## src/rtl/tkca_pkg.sv

```systemverilog
package tkca_pkg;

  localparam int TRACKED_DEF = 8;
  localparam int MAX_RESULTS = 8;

  localparam int AREA_W  = 24;
  localparam int WHITE_W = 23;
  localparam int INDEX_W = 16;
  localparam int RANK_W  = 4;
  localparam int SLOT_W  = 3;

  localparam logic [WHITE_W-1:0] HOLE_RESET = WHITE_W'(40);
  localparam logic [WHITE_W-1:0] WHITE_SAT  = WHITE_W'(4194304);

  typedef enum logic {
    KIND_CONTOUR = 1'b0,
    KIND_EOF     = 1'b1
  } kind_t;

  typedef struct packed {
    logic ins_en;
    logic shift_en;
    logic clr_en;
  } list_ctrl_t;

endpackage

```

## src/rtl/tkca_eval.sv

```systemverilog
module tkca_eval import tkca_pkg::*; (
  input  logic signed [AREA_W-1:0]  area,
  input  logic        [WHITE_W-1:0] hole_limit,
  output logic        [WHITE_W-1:0] white,
  output logic                      is_hole
);

  logic signed [AREA_W:0] area_x;
  logic signed [AREA_W:0] limit_x;
  logic signed [AREA_W:0] neg_x;

  always_comb begin
    area_x  = {area[AREA_W-1], area};
    limit_x = {{(AREA_W-WHITE_W+1){1'b0}}, hole_limit};
    neg_x   = -area_x;
    is_hole = area_x > limit_x;
    // white area, saturated; non-white contours get zero and are never kept
    if (area_x >= 0) begin
      white = '0;
    end else if (neg_x > $signed({{(AREA_W-WHITE_W+1){1'b0}}, WHITE_SAT})) begin
      white = WHITE_SAT;
    end else begin
      white = neg_x[WHITE_W-1:0];
    end
  end

endmodule

```

## src/rtl/tkca_list.sv

```systemverilog
module tkca_list import tkca_pkg::*; #(
  parameter int TRACKED = TRACKED_DEF
) (
  input  logic               clk,
  input  logic               rst_n,
  input  list_ctrl_t         ctrl,
  input  logic [WHITE_W-1:0] white,
  input  logic [INDEX_W-1:0] index,
  output logic [RANK_W-1:0]  rank,
  output logic [WHITE_W-1:0] head_area,
  output logic [INDEX_W-1:0] head_index
);

  logic [WHITE_W-1:0] areas_r     [TRACKED];
  logic [WHITE_W-1:0] areas_nxt   [TRACKED];
  logic [INDEX_W-1:0] indices_r   [TRACKED];
  logic [INDEX_W-1:0] indices_nxt [TRACKED];

  logic [TRACKED-1:0] lt;
  logic [TRACKED:0]   lt_prev;
  logic [TRACKED-1:0] first;
  logic [RANK_W-1:0]  rank_or;

  // list is descending, so lt is a thermometer code; first marks the entry slot
  always_comb begin
    for (int j = 0; j < TRACKED; j++) begin
      lt[j] = areas_r[j] < white;
    end
    lt_prev = {lt, 1'b0};
    first   = lt & ~lt_prev[TRACKED-1:0];
    rank_or = '0;
    for (int j = 0; j < TRACKED; j++) begin
      if (first[j]) begin
        rank_or = rank_or | RANK_W'(j);
      end
    end
    rank = (|lt) ? rank_or : RANK_W'(TRACKED);
  end

  always_comb begin
    for (int j = 0; j < TRACKED; j++) begin
      areas_nxt[j]   = areas_r[j];
      indices_nxt[j] = indices_r[j];
    end
    if (ctrl.clr_en) begin
      for (int j = 0; j < TRACKED; j++) begin
        areas_nxt[j]   = '0;
        indices_nxt[j] = '0;
      end
    end else if (ctrl.shift_en) begin
      for (int j = 0; j < TRACKED - 1; j++) begin
        areas_nxt[j]   = areas_r[j+1];
        indices_nxt[j] = indices_r[j+1];
      end
      areas_nxt[TRACKED-1]   = '0;
      indices_nxt[TRACKED-1] = '0;
    end else if (ctrl.ins_en) begin
      if (first[0]) begin
        areas_nxt[0]   = white;
        indices_nxt[0] = index;
      end
      for (int j = 1; j < TRACKED; j++) begin
        if (first[j]) begin
          areas_nxt[j]   = white;
          indices_nxt[j] = index;
        end else if (lt[j]) begin
          areas_nxt[j]   = areas_r[j-1];
          indices_nxt[j] = indices_r[j-1];
        end
      end
    end
  end

  always_ff @(posedge clk) begin
    if (!rst_n) begin
      for (int j = 0; j < TRACKED; j++) begin
        areas_r[j]   <= '0;
        indices_r[j] <= '0;
      end
    end else begin
      for (int j = 0; j < TRACKED; j++) begin
        areas_r[j]   <= areas_nxt[j];
        indices_r[j] <= indices_nxt[j];
      end
    end
  end

  assign head_area  = areas_r[0];
  assign head_index = indices_r[0];

endmodule

```

## src/rtl/top_k_contour_area_tracker.sv

```systemverilog
// Top-K contour area tracker.
// Input channel (in_valid / in_stall): one request per contour or per end of
// frame. A contour request returns one verdict: hole flag and the rank at
// which its white area entered the descending list (TRACKED = not kept).
// An end-of-frame request returns min(TRACKED, 8) slot results, largest
// first, the last one flagged by out_last_of_run, and leaves the list empty.
// Output channel (out_valid / out_stall): out_stall holds the result register;
// the request register in front of it keeps taking one request while a
// result waits.
// Throughput: one contour per cycle while out_stall is low; an end of frame
// occupies the list for its whole readout, one slot read out per cycle while
// out_stall is low, by shifting the list. All slots are compared in parallel
// against the new area combinationally. The user writes hole_area_limit
// via cfg_wr_en / cfg_wr_data only while idle; the block does not enforce it.
// Synchronous reset (rst_n low) empties the list, drops any request or
// result in flight and sets hole_area_limit to 40.
module top_k_contour_area_tracker import tkca_pkg::*; #(
  parameter int TRACKED = TRACKED_DEF
) (
  input  logic                      clk,
  input  logic                      rst_n,
  input  logic                      cfg_wr_en,
  input  logic        [WHITE_W-1:0] cfg_wr_data,
  input  logic                      in_valid,
  output logic                      in_stall,
  input  logic                      in_kind,
  input  logic signed [AREA_W-1:0]  in_contour_area,
  input  logic        [INDEX_W-1:0] in_contour_index,
  output logic                      out_valid,
  input  logic                      out_stall,
  output logic                      out_entry_kind,
  output logic                      out_is_hole,
  output logic        [RANK_W-1:0]  out_insert_rank,
  output logic        [SLOT_W-1:0]  out_slot_rank,
  output logic        [WHITE_W-1:0] out_slot_area,
  output logic        [INDEX_W-1:0] out_slot_index,
  output logic                      out_last_of_run
);

  localparam int NREAD = (TRACKED < MAX_RESULTS) ? TRACKED : MAX_RESULTS;

  logic [WHITE_W-1:0] hole_limit_r;

  logic                     in_v_r, in_v_nxt;
  kind_t                    in_kind_r;
  logic signed [AREA_W-1:0] in_area_r;
  logic [INDEX_W-1:0]       in_index_r;

  logic [SLOT_W-1:0] rd_cnt_r, rd_cnt_nxt;

  logic               out_v_r, out_v_nxt;
  kind_t              out_kind_r;
  logic               out_hole_r;
  logic [RANK_W-1:0]  out_rank_r;
  logic [SLOT_W-1:0]  out_slot_rank_r;
  logic [WHITE_W-1:0] out_area_r;
  logic [INDEX_W-1:0] out_index_r;
  logic               out_last_r;

  logic               out_free, fire, is_eof, rd_last, consume, in_take;
  list_ctrl_t         ctrl;
  logic [WHITE_W-1:0] white;
  logic               is_hole;
  logic [RANK_W-1:0]  rank;
  logic [WHITE_W-1:0] head_area;
  logic [INDEX_W-1:0] head_index;

  tkca_eval u_eval (
    .area       (in_area_r),
    .hole_limit (hole_limit_r),
    .white      (white),
    .is_hole    (is_hole)
  );

  tkca_list #(.TRACKED(TRACKED)) u_list (
    .clk        (clk),
    .rst_n      (rst_n),
    .ctrl       (ctrl),
    .white      (white),
    .index      (in_index_r),
    .rank       (rank),
    .head_area  (head_area),
    .head_index (head_index)
  );

  always_comb begin
    out_free      = !out_v_r || !out_stall;
    fire          = in_v_r && out_free;
    is_eof        = in_kind_r == KIND_EOF;
    rd_last       = rd_cnt_r == SLOT_W'(NREAD - 1);
    consume       = fire && (!is_eof || rd_last);
    in_stall      = in_v_r && !consume;
    in_take       = in_valid && !in_stall;
    ctrl.ins_en   = fire && !is_eof;
    ctrl.shift_en = fire && is_eof && !rd_last;
    ctrl.clr_en   = fire && is_eof && rd_last;

    in_v_nxt = in_take ? 1'b1 : (consume ? 1'b0 : in_v_r);

    rd_cnt_nxt = rd_cnt_r;
    if (fire && is_eof) begin
      rd_cnt_nxt = rd_last ? '0 : rd_cnt_r + SLOT_W'(1);
    end

    out_v_nxt = fire ? 1'b1 : (out_stall ? out_v_r : 1'b0);
  end

  always_ff @(posedge clk) begin
    if (!rst_n) begin
      hole_limit_r <= HOLE_RESET;
      in_v_r       <= 1'b0;
      rd_cnt_r     <= '0;
      out_v_r      <= 1'b0;
    end else begin
      if (cfg_wr_en) begin
        hole_limit_r <= cfg_wr_data;
      end
      in_v_r   <= in_v_nxt;
      rd_cnt_r <= rd_cnt_nxt;
      out_v_r  <= out_v_nxt;
    end
  end

  always_ff @(posedge clk) begin
    if (in_take) begin
      in_kind_r  <= kind_t'(in_kind);
      in_area_r  <= in_contour_area;
      in_index_r <= in_contour_index;
    end
    if (fire) begin
      if (is_eof) begin
        out_kind_r      <= KIND_EOF;
        out_hole_r      <= 1'b0;
        out_rank_r      <= '0;
        out_slot_rank_r <= rd_cnt_r;
        out_area_r      <= head_area;
        out_index_r     <= head_index;
        out_last_r      <= rd_last;
      end else begin
        out_kind_r      <= KIND_CONTOUR;
        out_hole_r      <= is_hole;
        out_rank_r      <= rank;
        out_slot_rank_r <= '0;
        out_area_r      <= '0;
        out_index_r     <= '0;
        out_last_r      <= 1'b1;
      end
    end
  end

  assign out_valid       = out_v_r;
  assign out_entry_kind  = out_kind_r;
  assign out_is_hole     = out_hole_r;
  assign out_insert_rank = out_rank_r;
  assign out_slot_rank   = out_slot_rank_r;
  assign out_slot_area   = out_area_r;
  assign out_slot_index  = out_index_r;
  assign out_last_of_run = out_last_r;

  a_rd_only_in_eof: assert property (@(posedge clk) disable iff (!rst_n)
    rd_cnt_r != '0 |-> (in_v_r && in_kind_r == KIND_EOF))
    else $error("readout counter moved outside end of frame");

  a_list_cleared: assert property (@(posedge clk) disable iff (!rst_n)
    ctrl.clr_en |=> (head_area == '0 && head_index == '0))
    else $error("list not empty after end-of-frame readout");

  a_result_loaded: assert property (@(posedge clk) disable iff (!rst_n)
    (out_v_r && out_stall) |=> (out_v_r && $stable(out_area_r) && $stable(out_rank_r)))
    else $error("stalled result register changed");

  a_verdict_last: assert property (@(posedge clk) disable iff (!rst_n)
    (out_v_r && out_kind_r == KIND_CONTOUR) |-> out_last_r)
    else $error("contour verdict without end-of-run flag");

endmodule
```

## config.mk

```make
export PLATFORM = sky130hd
export DESIGN_NAME = top_k_contour_area_tracker
export DESIGN_NICKNAME = d
export VERILOG_FILES = /design/src/rtl/tkca_pkg.sv /design/src/rtl/tkca_eval.sv /design/src/rtl/tkca_list.sv /design/src/rtl/top_k_contour_area_tracker.sv
export SDC_FILE = /design/constraint.sdc
export NUM_CORES = 1
export LEC_CHECK = 0
export ABC_AREA = 1
export BUFFER_PORTS_ARGS = -buffer_cell sky130_fd_sc_hd__clkbuf_2
export CAP_MARGIN = 0
export CELL_PAD_IN_SITES_DETAIL_PLACEMENT = 0
export CELL_PAD_IN_SITES_GLOBAL_PLACEMENT = 1
export CORE_MARGIN = 10
export CORE_UTILIZATION = 45
export CTS_BUF_LIST = sky130_fd_sc_hd__clkbuf_4 sky130_fd_sc_hd__clkbuf_8 sky130_fd_sc_hd__clkbuf_16
export DETAILED_ROUTE_END_ITERATION = 6
export GPL_ROUTABILITY_DRIVEN = 0
export PLACE_DENSITY_LB_ADDON = 0.1
export RECOVER_POWER = 25
export SYNTH_ARGS = -nofsm -noshare
export SYNTH_HDL_FRONTEND = slang
export SYNTH_SLANG_ARGS = --single-unit
```

## constraint.sdc

```tcl
create_clock -name clk -period 15.42 [get_ports clk]
set_input_delay 3.084 -clock clk [delete_from_list [all_inputs] [get_ports clk]]
set_output_delay 3.084 -clock clk [all_outputs]
set_load 0.03 [all_outputs]
```

---- After elaboration in Yosys (flattened, before gate mapping) ----
Memories as Yosys holds them, arrays and structs flattened.
Index checks and enable logic that the tools add are counted.
word-level totals
  register bits after elaboration ......... 118
  memory bits (writable) .................. 312
  bits of input ports ..................... 69
  output and inout port bits .............. 51
  word-level logic and storage cells ...... 140
  memories ................................ 2
memory list
  name              words  width  read ports  clocked after Yosys merged registers in  write ports  line             RTL
  u_list.areas_r    8      23     8           0                                        8            tkca_list.sv:14  logic [WHITE_W-1:0] areas_r [TRACKED];
  u_list.indices_r  8      16     8           0                                        8            tkca_list.sv:16  logic [INDEX_W-1:0] indices_r [TRACKED];
cells by class
  add/subtract/negate cells ............... 2
  $lt $le $gt $ge ......................... 11
  eq/ne operators ......................... 2
  mux-type cells .......................... 70
  bitwise gates (word level) .............. 19
  reduce and logical (&&, ||, !) cells .... 19
operators with widths
  operator                                              number
  two-way mux 23 bit                                    25
  two-way mux 184 bit                                   3
  two-way mux 128 bit                                   3
  two-way mux 16 bit                                    23
  < comparator 23 bit                                   8
  > comparator 25 x 24 -> 1 bit, second input constant  1
  negation 24 -> 25 bit                                 1
  >= comparator 24 x 1 -> 1 bit, second input constant  1
  > comparator 24 bit                                   1
  OR 1 bit                                              16
  two-way mux 3 bit                                     5
  bitwise AND 8 bit                                     1
  logical AND 1 bit                                     8
  two-way mux 1 bit                                     8
  NOT 8 bit                                             1
  OR reduction 8 bit                                    1
  logical NOT 1 bit                                     6
  two-way mux 2 bit                                     2
  two-way mux 4 bit                                     1
  adder 3 x 1 -> 3 bit, second input constant           1
  == test 3 bit, second input constant                  1
  logical OR 1 bit                                      2
  != test 2 x 1 -> 1 bit, second input constant         1
  nonzero test 2 bit                                    1
  other kinds (2)                                       2

---- Logic depth before layout (Yosys ltp) ----
  depth in word-level cells ............... 15
  depth in mapped cells ................... 32
  gate-level depth less buffers ........... 30

---- By module ----
From an unflattened synthesis, not the netlist that was laid out.
second synthesis, totals
  cell total of the unflattened synthesis .. 4580
  area, all modules ....................... 29306.9 sq um
by module, submodules not included
  module                      times used  cells each  area each (sq um)  seq. area each (sq um)
  tkca_list                   1           3935        23466.3            6246.0
  top_k_contour_area_tracker  1           332         4192.8             3263.1
  tkca_eval                   1           313         1647.8             0.0

---- Worst setup path before layout ----
OpenSTA, ideal clock, no wires.
  kind .................................... input to register
  start ................................... in out_stall
  end ..................................... mem u_list.areas_r[1][12], in the netlist u_list.areas_r[0][35]
  setup time .............................. 0.070 ns
  arrival ................................. 6.973 ns
  required time ........................... 15.350 ns
  slack ................................... 8.377 ns
  stages on the path ...................... 12
  buffers on the path ..................... 3
  path through ............................ nand2_1 -> inv_1 -> nor2_1 -> inv_1 -> nor2_1 -> clkbuf_1 -> clkbuf_1 -> clkbuf_1 -> nand2_1 -> nand2_1 -> clkinv_1 -> a21oi_1
RTL lines
  item                line                              RTL
  start: declaration  top_k_contour_area_tracker.sv:30  input logic out_stall,
  end: declaration    tkca_list.sv:14

==> flow_summary_export.csv <==
group,metric,value,unit
timing,holdWs,0.463,ns
die,dieArea,0.0724,mm^2
cts,cts-resized-gates,0,
final_layout,stdcell_count,5075,
place,port_buffers,119,
cts,post_cts_buffers,0,
timing,worstMarginPinSlew,3.17,ns
timing,fmax,121,MHz
drt,vias,25400,
pwr,ir_worst_vdd,0.0736,mV
final_layout,layout-drive-gt1-share,6.80,%
timing,min_period,8.25,ns
outcome,status,"finished with violations",
synth,ys_seq_area_share,34.1,%
critical_path,end_kind,"flop",
die,core.rowCount,91,
timing,rsz0062_at_grt,"no",
timing,fin_setup_tns,0,ns
critical_path,arrival,8.76,ns
place,dp_slack,8.49,ns
global_routing,grt_max_degree,210,
pwr,p_per_area,99.9,mW/mm^2
timing,finalSetupViolations,0,
synth,ys_ff_latch,430,
outcome,violations,"capacitance limit, slew limit",
place,place_area,0.0289,mm^2
synth,synth_cell_types,40,
timing,maxSlewViolCount,98,
cts,path_clk_slew,0.06,ns
synth,synth-edff-count,90,
global_routing,antenna_found_initial,0,
synth,synthArstFlopShare,0,%
synth,synth_area_leaders,"dfxtp_1, nand2_1, nand3_1",
critical_path,critical_path.max_fanout,209,
drt,wl_per_cell,15.8,um
drt,first_pass_iters,7,
synth,ys.flop_type,"dfxtp_1",
timing,hold_violations,0,
synth,synthCells,4226,
place,dp_cells,4980,
die,start_util,45.3,%
final_layout,fin_util,50.0,%
die,io_pins,120,
place,dp_hpwl,56400,um
pwr,finalPower,3.08,mW
global_routing,grt_pass1_vias,24100,
drt,wl,80400,um
final_layout,fin_area,0.0308,mm^2
die,core_area,0.0616,mm^2
cts,root_buffer,"clkbuf_16",
cts,clock_path_buffers,3,
synth,synth_area,0.0279,mm^2
synth,syn_avg_cell_area,6.60,um^2
synth,yosysWarnings,0,
critical_path,criticalPathCategory,"input port to flop",
drt,drtIter0Drc,1960,
min_path,hp-class,"flop to flop",
pwr,p_leak,14.1,nW
die,die_w,269,um
timing,fin_ws,7.17,ns
global_routing,grt_pass1_wl,133000,um
cts,cts_buffers,51,
cts,cts_tree,"done",
timing,relSlewSlack,-111,%
synth,synth_nets,4497,
drt,ant_nets,0,
final_layout,area_growth,10.3,%
drt,via_per_inst,5.00,
timing,finClkSkew,0.0202,ns
drt,drc_errors,0,
synth,yosysMostFrequentCell,"nand2_1",
critical_path,critPathLaunchType,"input port",
die,die_y,269,um
timing,finalCritPeriodShare,53.5,%
synth,synth_top_area_share,24.4,%
cts,h-tree-depth,2,
global_routing,track_usage,22.0,%
final_layout,fillers,6445,
cts,cts.sink_count,430,
synth,synth_commonest_cells,"nand2_1, nand3_1, inv_1",
job,drv_cap,2,
cts,clkLatencyLatePin,0.60,ns
synth,yosysTopAreaCell,"dfxtp_1",
cts,hold_buffers,0,
final_layout,nets,4467,
global_routing,grt_overflow,0,
critical_path,worstPathRequired,15.92,ns
[layout by cell type (no fill, tap or decap), types with 5 or more instances in the layout]
| master | count |
|---|---|
| clkbuf_4 | 7 |
| o21ai_0 | 68 |
| nor2_4 | 6 |
| o21a_1 | 13 |
| dfxtp_1 | 340 |
| clkinv_1 | 32 |
| edfxtp_1 | 90 |
| nor4_1 | 7 |
| inv_1 | 622 |
| nand3_1 | 796 |
| clkbuf_1 | 13 |
| buf_4 | 54 |
| inv_2 | 7 |
| clkbuf_8 | 7 |
| nand2_1 | 1114 |
| nand4_1 | 35 |
| ha_1 | 202 |
| nor3_1 | 7 |
| clkbuf_2 | 108 |
| nand2_2 | 5 |
| a21oi_1 | 421 |
| o22ai_1 | 39 |
| nor2_2 | 6 |
| bufinv_16 | 13 |
| nor2_1 | 101 |
| o221ai_1 | 9 |
| clkbuf_16 | 51 |
| a211oi_1 | 20 |
| clkinv_2 | 5 |
[sequential cells by signal, summed over array words and instances (netlist names)]
register,flops
u_list.areas_r,184
in_kind_r,1
out_valid,1
out_last_of_run,1
out_entry_kind,1
rd_cnt_r,3
in_area_r,24
out_slot_index,16
u_list.indices_r,128
out_insert_rank,4
out_is_hole,1
hole_limit_r,23
out_slot_area,23
in_v_r,1
in_index_r,16
out_slot_rank,3
[where the power goes]
part           leakage (nW)  internal [mW]  switching [mW]
Clock                 0.936          0.869           0.505
Combinational          9.51          0.138           0.345
Sequential             3.62           1.19          0.0285
[final timing paths]
check / from / depth (start not counted) / endpoint / slack [ns]
max: out_stall / 13 / u_list.indices_r[0][4] / 7.17
min reg2reg: hole_limit_r[13] / 2 / hole_limit_r[13] / 0.46
min: hole_limit_r[13] / 2 / hole_limit_r[13] / 0.46
max reg2reg: in_area_r[0] / 25 / u_list.areas_r[0][31] / 8.63
[worst max-delay path, cell delays in order]
cell and delay, ns:
clkbuf_2 0.08, nand2_1 0.09, inv_1 0.07, nor2_4 0.06
clkbuf_1 2.18, inv_1 0.41, nor2_4 0.86, inv_8 0.43
buf_12 0.47, nand2_1 0.18, buf_4 0.37, nand2_1 0.12
a21oi_1 0.15
[routing by layer]
metal  vias to the layer above  global-route usage, %  routed length, um
met5                         -                      0                  0
met4                         0                   4.49               1190
met3                        76                   2.23               3460
met2                       499                   34.8              35200
met1                     11100                   32.0              40500
li1                      13700                      -                  -
[final cells by class]
type | count | area (um^2) | share of cell area (%)
tap | 837 | 1050 | 3.40
timing repair buffer | 177 | 1030 | 3.36
antenna | 1 | 2.50 | 0.00813
multi-input combinational | 2879 | 14800 | 48.1
sequential | 430 | 9510 | 30.9
inverter | 657 | 2470 | 8.04
clock buffer | 65 | 1430 | 4.63
clock inverter | 29 | 480 | 1.56
[logic make-up (layout without fill, tap and decap cells)]
kind of cell | count (synthesis) | in the layout | share of synthesized area (%)
flip-flops | 430 | 430 | 34.1
AO/OA/AOI/OAI | 583 | 583 | 11.2
XOR/XNOR | 5 | 5 | 0.157
buffers and inverters | 917 | 928 | 13.0
other | 0 | 1 | 0
adder cells (fa/ha/maj) | 202 | 202 | 9.06
AND/OR/NAND/NOR | 2089 | 2089 | 32.4
Power figures use the tool's default switching activity.
